### config.mk
export PLATFORM = sky130hd
export DESIGN_NAME = button_click_classifier_core
export DESIGN_NICKNAME = d
export VERILOG_FILES = /design/src/hdl/bcc_pkg.sv /design/src/hdl/button_click_classifier_core.sv
export SDC_FILE = /design/constraint.sdc
export NUM_CORES = 1
export LEC_CHECK = 0
export BUFFER_PORTS_ARGS = -buffer_cell sky130_fd_sc_hd__clkbuf_2
export CAP_MARGIN = 10
export CORE_AREA = 2 2 180 182
export CTS_CLUSTER_SIZE = 14
export DETAILED_ROUTE_END_ITERATION = 16
export DIE_AREA = 0 0 182 184
export PLACE_DENSITY = 0.66
export RECOVER_POWER = 50
export SLEW_MARGIN = 25
export SYNTH_ARGS = -nofsm -noshare
export SYNTH_HDL_FRONTEND = slang
export SYNTH_SLANG_ARGS = --single-unit
### constraint.sdc
create_clock -name clk_i -period 14.6 [get_ports clk_i]
set_input_delay 1.46 -clock clk_i [delete_from_list [all_inputs] [get_ports clk_i]]
set_output_delay 1.46 -clock clk_i [all_outputs]
set_load 0.03 [all_outputs]
### src/hdl/bcc_pkg.sv
// Shared widths, constants and codes for the button click classifier.
// No dependencies; used by button_click_classifier_core.
package bcc_pkg;

  localparam int unsigned TimeW     = 32;
  localparam int unsigned SampleW   = 12;
  localparam int unsigned LongW     = 16;
  localparam int unsigned WindowW   = 10;
  localparam int unsigned EventW    = 3;
  localparam int unsigned CfgIndexW = 2;
  localparam int unsigned CfgDataW  = 16;

  localparam logic [TimeW-1:0]   RepeatHoldMs  = TimeW'(700);
  localparam logic [WindowW-1:0] WindowResetMs = WindowW'(280);

  typedef enum logic [EventW-1:0] {
    EvNone   = 3'd0,
    EvClick  = 3'd1,
    EvDouble = 3'd2,
    EvTriple = 3'd3,
    EvLong   = 3'd4
  } event_code_e;

  typedef enum logic [CfgIndexW-1:0] {
    CfgAnalogThreshold = 2'd0,
    CfgInvertLevel     = 2'd1,
    CfgLongPressMs     = 2'd2,
    CfgWindowMs        = 2'd3
  } cfg_index_e;

  typedef enum logic {
    OpPoll   = 1'b0,
    OpCancel = 1'b1
  } op_e;

endpackage

### src/hdl/button_click_classifier_core.sv
// Button click classifier: input register, one pass of classify logic, result register.
// Depends on bcc_pkg for widths, constants and event codes.
//
// Usage:
//   Input channel (in_valid_i / in_stall_o) moves one request: an operation
//   (poll or cancel), a millisecond time stamp, a pin sample, an edge flag
//   and a repeat enable. Output channel (out_valid_o / out_stall_i) moves
//   one result per request: event_code_o (none, click, double, triple, long).
//   A request is taken at a rising edge with valid high and stall low.
// Flow: the request lands in the input register when it is accepted, and
//   the result register loads from it at the first edge at which the
//   result register is free (empty, or its result taken). Throughput: one
//   request per cycle while the receiver does not stall; the single
//   classify pass reads and updates the button state in the same cycle.
// Stall: while the receiver stalls, the result register holds; the input
//   register still fills once, after which in_stall_o rises until the
//   result is taken. in_stall_o follows out_stall_i combinationally.
// Reset (rst_ni low, asynchronous): both registers empty, all button state
//   cleared, registers at their defaults (digital mode, window 280 ms,
//   long press off).
// Configuration: cfg_we_i writes register cfg_index_i at once; write only
//   while no request is in flight. Writing the threshold or the inversion
//   reseeds the remembered level to the idle level of the new mode.
module button_click_classifier_core (
  input  logic                               clk_i,
  input  logic                               rst_ni,
  // request channel
  input  logic                               in_valid_i,
  output logic                               in_stall_o,
  input  logic                               operation_i,
  input  logic [bcc_pkg::TimeW-1:0]          now_ms_i,
  input  logic [bcc_pkg::SampleW-1:0]        pin_sample_i,
  input  logic                               edge_seen_i,
  input  logic                               repeat_enable_i,
  // result channel
  output logic                               out_valid_o,
  input  logic                               out_stall_i,
  output logic [bcc_pkg::EventW-1:0]         event_code_o,
  // configuration write port
  input  logic                               cfg_we_i,
  input  logic [bcc_pkg::CfgIndexW-1:0]      cfg_index_i,
  input  logic [bcc_pkg::CfgDataW-1:0]       cfg_data_i
);

  // configuration registers
  logic [bcc_pkg::SampleW-1:0] threshold_q;
  logic                        invert_q;
  logic [bcc_pkg::LongW-1:0]   long_ms_q;
  logic [bcc_pkg::WindowW-1:0] window_q;

  // input register
  logic                        in_valid_q;
  logic                        op_q;
  logic [bcc_pkg::TimeW-1:0]   now_q;
  logic [bcc_pkg::SampleW-1:0] sample_q;
  logic                        edge_q;
  logic                        repeat_q;

  // result register
  logic                        out_valid_q;
  bcc_pkg::event_code_e        event_q;

  // button state
  logic                        last_level_q, last_level_d;
  logic                        press_active_q, press_active_d;
  logic [bcc_pkg::TimeW-1:0]   press_start_q, press_start_d;
  logic                        cancel_hold_q, cancel_hold_d;
  logic [1:0]                  tally_q, tally_d;
  logic [bcc_pkg::TimeW-1:0]   last_click_q, last_click_d;
  logic                        pending_q, pending_d;
  bcc_pkg::event_code_e        event_d;

  logic advance;   // result register free: the held request moves on
  logic process;   // a held request is classified this cycle

  assign advance    = !out_valid_q || !out_stall_i;
  assign process    = in_valid_q && advance;
  assign in_stall_o = in_valid_q && !advance;

  assign out_valid_o  = out_valid_q;
  assign event_code_o = event_q;

  // ---------------------------------------------------------------------
  // Classify pass: steps run in order, each seeing the previous step's
  // updates, so a fresh press start or click time gives a zero age.
  // ---------------------------------------------------------------------
  always_comb begin
    logic                      level;
    logic                      pressed;
    logic [bcc_pkg::TimeW-1:0] held_ms;
    logic [bcc_pkg::TimeW-1:0] quiet_ms;

    last_level_d   = last_level_q;
    press_active_d = press_active_q;
    press_start_d  = press_start_q;
    cancel_hold_d  = cancel_hold_q;
    tally_d        = tally_q;
    last_click_d   = last_click_q;
    pending_d      = pending_q;
    event_d        = bcc_pkg::EvNone;
    held_ms        = '0;
    quiet_ms       = '0;

    if (threshold_q != '0) begin
      level   = (sample_q < threshold_q);
      pressed = level;
    end else begin
      level   = sample_q[0];
      pressed = invert_q ? !level : level;
    end

    if (op_q == bcc_pkg::OpCancel) begin
      // cancel: drop the press and all pending clicks, block until release
      cancel_hold_d  = 1'b1;
      press_active_d = 1'b0;
      tally_d        = '0;
      last_click_d   = '0;
      pending_d      = 1'b0;
    end else begin
      // an edge caught between polls with the button up, no press active and no cancel hold, is a click
      if (edge_q && !pressed && !press_active_d && !cancel_hold_d) begin
        tally_d      = (tally_d == 2'd3) ? tally_d : tally_d + 2'd1;
        last_click_d = now_q;
        pending_d    = 1'b1;
      end

      if (level != last_level_d) begin
        if (pressed) begin
          press_active_d = 1'b1;
          press_start_d  = now_q;
        end else begin
          // release: short press is a click; with long press off, always
          if (long_ms_q == '0 ||
              (press_active_d && ((now_q - press_start_d) < {16'd0, long_ms_q}))) begin
            tally_d      = (tally_d == 2'd3) ? tally_d : tally_d + 2'd1;
            last_click_d = now_q;
            pending_d    = 1'b1;
          end
          press_active_d = 1'b0;
        end
        last_level_d = level;
      end

      if (!pressed) begin
        cancel_hold_d = 1'b0;
      end

      held_ms = now_q - press_start_d;

      if (long_ms_q != '0 && press_active_d && held_ms >= {16'd0, long_ms_q}) begin
        // long press with clicks pending acts as a cancel
        if (pending_d) begin
          cancel_hold_d = 1'b1;
        end else begin
          event_d = bcc_pkg::EvLong;
        end
        press_active_d = 1'b0;
        tally_d        = '0;
        last_click_d   = '0;
        pending_d      = 1'b0;
      end

      if (press_active_d && repeat_q && held_ms >= bcc_pkg::RepeatHoldMs) begin
        event_d = bcc_pkg::EvClick;
      end

      quiet_ms = now_q - last_click_d;
      if (pending_d && quiet_ms >= {22'd0, window_q} && !press_active_d) begin
        unique case (tally_d)
          2'd1:    event_d = bcc_pkg::EvClick;
          2'd2:    event_d = bcc_pkg::EvDouble;
          default: event_d = bcc_pkg::EvTriple;
        endcase
        tally_d      = '0;
        last_click_d = '0;
        pending_d    = 1'b0;
      end
    end
  end

  // input register: load whenever it is empty or its request moves on
  always_ff @(posedge clk_i or negedge rst_ni) begin
    if (!rst_ni) begin
      in_valid_q <= 1'b0;
    end else if (!in_stall_o) begin
      in_valid_q <= in_valid_i;
    end
  end

  always_ff @(posedge clk_i) begin
    if (!in_stall_o && in_valid_i) begin
      op_q     <= operation_i;
      now_q    <= now_ms_i;
      sample_q <= pin_sample_i;
      edge_q   <= edge_seen_i;
      repeat_q <= repeat_enable_i;
    end
  end

  // result register: hold while the receiver stalls
  always_ff @(posedge clk_i or negedge rst_ni) begin
    if (!rst_ni) begin
      out_valid_q <= 1'b0;
      event_q     <= bcc_pkg::EvNone;
    end else if (advance) begin
      out_valid_q <= in_valid_q;
      if (in_valid_q) begin
        event_q <= event_d;
      end
    end
  end

  // configuration and button state
  always_ff @(posedge clk_i or negedge rst_ni) begin
    if (!rst_ni) begin
      threshold_q    <= '0;
      invert_q       <= 1'b0;
      long_ms_q      <= '0;
      window_q       <= bcc_pkg::WindowResetMs;
      last_level_q   <= 1'b0;
      press_active_q <= 1'b0;
      press_start_q  <= '0;
      cancel_hold_q  <= 1'b0;
      tally_q        <= '0;
      last_click_q   <= '0;
      pending_q      <= 1'b0;
    end else if (process) begin
      last_level_q   <= last_level_d;
      press_active_q <= press_active_d;
      press_start_q  <= press_start_d;
      cancel_hold_q  <= cancel_hold_d;
      tally_q        <= tally_d;
      last_click_q   <= last_click_d;
      pending_q      <= pending_d;
    end else if (cfg_we_i) begin
      unique case (bcc_pkg::cfg_index_e'(cfg_index_i))
        bcc_pkg::CfgAnalogThreshold: begin
          threshold_q  <= cfg_data_i[bcc_pkg::SampleW-1:0];
          // reseed to the idle level of the new mode
          last_level_q <= (cfg_data_i[bcc_pkg::SampleW-1:0] == '0) && invert_q;
        end
        bcc_pkg::CfgInvertLevel: begin
          invert_q     <= cfg_data_i[0];
          last_level_q <= (threshold_q == '0) && cfg_data_i[0];
        end
        bcc_pkg::CfgLongPressMs: begin
          long_ms_q <= cfg_data_i[bcc_pkg::LongW-1:0];
        end
        bcc_pkg::CfgWindowMs: begin
          window_q <= cfg_data_i[bcc_pkg::WindowW-1:0];
        end
      endcase
    end
  end

  // ---------------------------------------------------------------------
  // Assertions
  // ---------------------------------------------------------------------
  a_pending_tally: assert property (@(posedge clk_i) disable iff (!rst_ni)
    pending_q == (tally_q != 2'd0))
    else $error("click pending flag and tally disagree");

  a_cancel_clears: assert property (@(posedge clk_i) disable iff (!rst_ni)
    process && op_q == bcc_pkg::OpCancel
      |=> cancel_hold_q && !press_active_q && !pending_q && out_valid_q
          && event_q == bcc_pkg::EvNone)
    else $error("cancel left state or reported an event");

  a_long_ends_press: assert property (@(posedge clk_i) disable iff (!rst_ni)
    process && event_d == bcc_pkg::EvLong |=> !press_active_q && !pending_q)
    else $error("long press left the press or clicks active");

  a_stall_only_full: assert property (@(posedge clk_i) disable iff (!rst_ni)
    in_stall_o |-> in_valid_q && out_valid_q && out_stall_i)
    else $error("input stalled while the pipeline could move");

endmodule
Word-level counts from Yosys, hierarchy flattened. Index checks and enable logic that the tools add are counted.

Input port bits: 70. Logic and storage cells: 137. Output and inout port bits: 5. Flip-flop bits (word level): 161.

Equality and inequality tests: 10. Bitwise logic cells: 2. Reductions and logical operators: 41. $lt $le $gt $ge: 5. Muxes and demuxes: 55. Add/sub/neg operators: 5.

Operators with widths (count): 32-bit 2-to-1 mux (11); 32-bit subtractor (3); 32-bit by 10-bit greater-or-equal comparator with 1-bit output (1); 32-bit by 10-bit greater-or-equal comparator with 1-bit output (second input constant) (1); 32-bit by 16-bit greater-or-equal comparator with 1-bit output (1); 32-bit by 16-bit less-than comparator with 1-bit output (1); 1-bit 2-to-1 mux (26); 12-bit zero test (2); 2-bit 2-to-1 mux (11); 16-bit zero test (1); 16-bit nonzero test (1); 1-bit logical AND (15); 3-bit 2-to-1 mux (5); 12-bit less-than comparator (1); 3-bit AND reduction (4); 12-bit nonzero test (1); 2-bit == test (second input constant) (5); 1-bit zero test (9); 2-bit by 1-bit adder with 2-bit output (second input constant) (2); 2-bit by 1-bit == test with 1-bit output (second input constant) (2); 2-bit one-hot mux with 2 select lines (1); 2-bit AND reduction (2); 4-bit AND reduction (1); 3-bit nonzero test (1); other kinds (8) (10).

Logic depth before layout (Yosys ltp).
Depth in word-level cells: 20. Depth in mapped cells: 49. Gate-level depth less buffers: 47.

Worst setup path after synthesis. No wires, ideal clock.

Kind: flip-flop to flip-flop. From: reg threshold_q[2] (netlist name). To: reg last_click_q[13] (netlist name). Required time: 14.504 ns. Library setup time: 0.096 ns. Buffers on the path: 4. Stages on the path, launching flop included: 47. Path slack: 4.079 ns. Period minus slack after synthesis: 10.521 ns. Arrival: 10.425 ns. Cell sequence: dfrtp_1 -> inv_1 -> ha_1 -> a211oi_1 -> o21ai_0 -> a21oi_1 -> o21ai_1 -> nand2_1 -> buf_1 -> clkbuf_1 -> mux2i_1 -> ha_1 -> a21oi_1 -> nand4_1 -> a221oi_1 -> a311oi_1 -> or2_2 -> a221o_1 -> [11 not listed] -> nand2_1 -> o21ai_0 -> nand2_1 -> xor2_1 -> ha_1 -> a2111oi_0 -> nand4_1 -> a311o_1 -> nor3_1 -> o2111ai_1 -> a2111oi_0 -> nand3b_1 -> nor4_1 -> nand2_1 -> o31ai_1 -> nor2_1 -> buf_2 -> o31ai_1.

Longest elaborated chain between the ends: 18. Elaborated cells on any way between the ends: 41. Classes of those cells: add/sub: 2; order compare: 3; eq/ne: 1; mux: 25; reduce/logical: 10.

RTL lines: from (decl) (line button_click_classifier_core.sv:46) `logic [bcc_pkg::SampleW-1:0] threshold_q;`; from (signal assigned) (line button_click_classifier_core.sv:238) `threshold_q <= cfg_data_i[bcc_pkg::SampleW-1:0];`; parallel branches: the longest is 16 deep, another holds 32-bit subtractor; 32-bit 2-to-1 mux * (line button_click_classifier_core.sv:168) `if (pending_d && quiet_ms >= {22'd0, window_q} && !press_active_d) begin`; 32-bit 2-to-1 mux * (line button_click_classifier_core.sv:112) `if (op_q == bcc_pkg::OpCancel) begin`; to (signal assigned) (line button_click_classifier_core.sv:233) `last_click_q <= last_click_d;`; to (decl) (line button_click_classifier_core.sv:69) `logic [bcc_pkg::TimeW-1:0] last_click_q, last_click_d;`.

Every way passes the cells marked *. The select of a mux whose other input is x is not followed. A chain may end at the register's enable or synchronous reset.

Final worst setup path.
From: reg threshold_q[2] (netlist name). To: reg last_click_q[0] (netlist name).

Same word-level chain as after synthesis.

==> run summary <==
Starting Density -> 44.7%
Synth Area in Compound Gates -> 23.3%
pins over their slew limit -> 164
final net count -> 1,899
Tmin final -> 12,610 ps
final instance area -> 15,300 sq um
vias in the first global route -> 12,200
Seq cells post-synth -> 161
1st-iter DRT viols -> 1,224
count of cell types in the netlist -> 85
post-synthesis mux area share -> 5.77%
total power -> 0.00286 W
Async SR Flop Fraction -> 70.8%
Sink Count -> 161
min-delay worst type -> register to register
post-synth top area cell -> dfrtp_1
RSZ-0062 raised after global routing -> false
Vias/cell -> 6.11
Worst VDD drop -> 63.2 uV
Ys Warns -> 0
maximum fanout along the worst path -> 31
DRC -> 0
clock skew -> 13.3 ps
GP Congestion -> 0.984
Max-Cap Viols -> 3
Post-synth EDFFs -> 47
critical path's slowest cell -> or4b_2
adder-cell share of the synthesized area -> 13.4%
Die H -> 184 microns
final hold vios -> 0
top-area cell type share of the netlist area -> 19.8%
Hold Path Stages -> 2
Worst-path clk slew -> 70 ps
largest net degree at the start of global routing -> 70
# diodes -> 0
1st-pass router iterations -> 7
Setup Viol. Count Final -> 0
Worst slew margin -> -163%
sequential share of the synthesized area -> 30.4%
Setup CP Type -> register to register
Post-CTS Setup Repair Bufs -> 0
Root Buffer -> clkbuf_16
xor-xnor portion of the synthesized cell area -> 3.49%
share of layout cells above drive strength 1 -> 12.6%
post-CTS sizing -> 0
Synth Cell Area -> 14,000 sq um
clk buf depth -> 2
syn nets -> 1,855
Core Rows -> 65
Most Frequent Cell on Critical Path -> ha_1
total CTS buffers -> 17
initial antenna violation count -> 1
# hold bufs at CTS -> 0
max frequency -> 0.0793 GHz
status -> complete, but fails checks
Core Area -> 31,400 sq um
period utilization -> 86.4%
Simple-Gate Fraction of Synth Area -> 18.8%
gr ovfl total -> 0
failing checks -> capacitance limit, slew limit
DRT antenna net count -> 0
power per cell area -> 188 nW/um^2
total negative slack -> 0 ps
Worst Path Arrival -> 12,950 ps
average size of a mapped cell -> 8.57 sq um
DPL Wire Length -> 32,300 microns
routed length per placed instance -> 19.7 microns
leakage power -> 6.41 nW
clk_lat worst skew -> 450 ps
FF-to-FF path depth -> 45
largest family of logic cells by synthesized area -> compound AO/OA/AOI/OAI gates
Slew @ Worst Pin -> 3940 ps
Core Util, Final -> 48.7%
Worst Path Required -> 14,930 ps
Max stage delay on crit path -> 750 ps
top post-synthesis cells by area -> dfrtp_1 (20%), ha_1 (13%), edfxtp_1 (10%)
commonest cells after routing, fill and taps aside -> nand2_1 (182), ha_1 (145), o21ai_0 (130)
Die Footprint -> 33,500 sq um
# port buffers -> 74
H-tree lvl count -> 4
Ports -> 75
first-pass GRT wire length -> 66,000 microns
drt total wl -> 41,400 microns
fill cell instance count of the final layout -> 3,045
Placed Area -> 14,700 sq um
Worst setup EP type -> register
cells after synthesis -> 1,637
CTS tree -> built
area delta synth->final -> 8.82%
die width -> 182 microns
Post-synth top flop -> dfrtp_1
most common cell after layout, fill and taps aside -> nand2_1
Tot GR Track Use -> 25.0%
CP startpoint kind -> register
vias -> 12,800
[power by group]
group	total [W]	switching [W]	internal, W
combinational	0.00178	0.00107	0.000709
clock	0.000445	0.000206	0.000240
sequential	0.000640	0.0000811	0.000559
total	0.00286	0.00136	0.00151
[state kept, by name (all words and copies together) (netlist names), 2 cells and up]
register,flops
last_click_q,32
now_q,32
press_start_q,32
long_ms_q,16
sample_q,12
threshold_q,12
window_q,10
event_code_o,3
tally_q,2
[cells in the mapped netlist (6+ instances only)]
cell type and n:
a2111oi_0 9, a211o_1 7, a211oi_1 23, a21o_1 25
a21oi_1 104, a221oi_1 8, a31oi_1 22, and2_1 11
and3_1 8, buf_2 16, clkbuf_1 37, dfrtp_1 111
edfxtp_1 47, ha_1 145, inv_1 108, mux2_2 47
mux2i_1 28, nand2_1 182, nand2_2 29, nand2b_1 26
nand3_1 42, nand4_1 22, nor2_1 91, nor2b_1 19
nor3_1 29, nor3b_1 6, nor4_1 20, o2111ai_1 9
o211ai_1 20, o21a_1 23, o21ai_0 130, o21bai_1 13
o22ai_1 9, o31ai_1 29, o31ai_2 7, or3_1 11
xnor2_1 36, xor2_1 20
[critical path, delay by kind of cell (launching register included)]
| kind | cells | cell delay (ps) |
|---|---|---|
| compound gates | 20 | 6010 |
| xor+xnor | 1 | 170 |
| fa+ha+maj | 5 | 1550 |
| buf+inv | 4 | 1200 |
| flops | 1 | 360 |
| mux | 1 | 310 |
| simple gates | 14 | 2870 |
[layout make-up]
class | instances | area, sq um | area share [%]
well taps | 402 | 503 | 3.29
flip-flops and latches | 161 | 4270 | 27.9
clock buffers | 20 | 437 | 2.86
clock inverters | 12 | 123 | 0.803
inverters | 108 | 405 | 2.65
multi-input cells | 1308 | 9100 | 59.6
repair buffers | 85 | 437 | 2.86
[routing by layer]
| metal | routed length, microns | share of wire [%] | track usage, % | up-vias |
|---|---|---|---|---|
| met3 | 2310 | 5.6 | 3.33 | 64 |
| li1 | - | - | - | 6159 |
| met1 | 19000 | 46 | 34.4 | 6176 |
| met4 | 1350 | 3.3 | 9.94 | 2 |
| met5 | 13 | 0.031 | 0 | - |
| met2 | 18700 | 45 | 40.0 | 405 |
[worst paths after layout]
check	start	slack, ps	end
hold / removal	last_click_q[30]$_DFFE_PN0P_	470	last_click_q[30]$_DFFE_PN0P_
setup reg to reg	threshold_q[2]$_DFFE_PN0P_	1990	last_click_q[0]$_DFFE_PN0P_
min in group asynchronous	rst_ni	1920	press_start_q[23]$_DFFE_PN0P_
setup / recovery	threshold_q[2]$_DFFE_PN0P_	1990	last_click_q[0]$_DFFE_PN0P_
max in group asynchronous	rst_ni	7860	last_level_q$_DFFE_PN0P_
hold reg to reg	last_click_q[30]$_DFFE_PN0P_	470	last_click_q[30]$_DFFE_PN0P_
[cell families after synthesis]
| kind of cell | Yosys count |
|---|---|
| simple gates | 532 |
| compound gates | 497 |
| buf+inv | 168 |
| flops | 161 |
| fa+ha+maj | 148 |
| mux | 75 |
| xor+xnor | 56 |
[metrics by stage]
step | std cells | hold slack (ps) | setup slack (ps)
after floorplan | 1637 | 443 | 4080
after global placement | 2064 | 455 | 2440
after detailed placement | 2064 | 462 | 2020
after CTS | 2096 | 476 | 2000
after global routing | 2096 | 494 | 781
final | 2096 | 472 | 1990
Power figures use the tool's default switching activity.
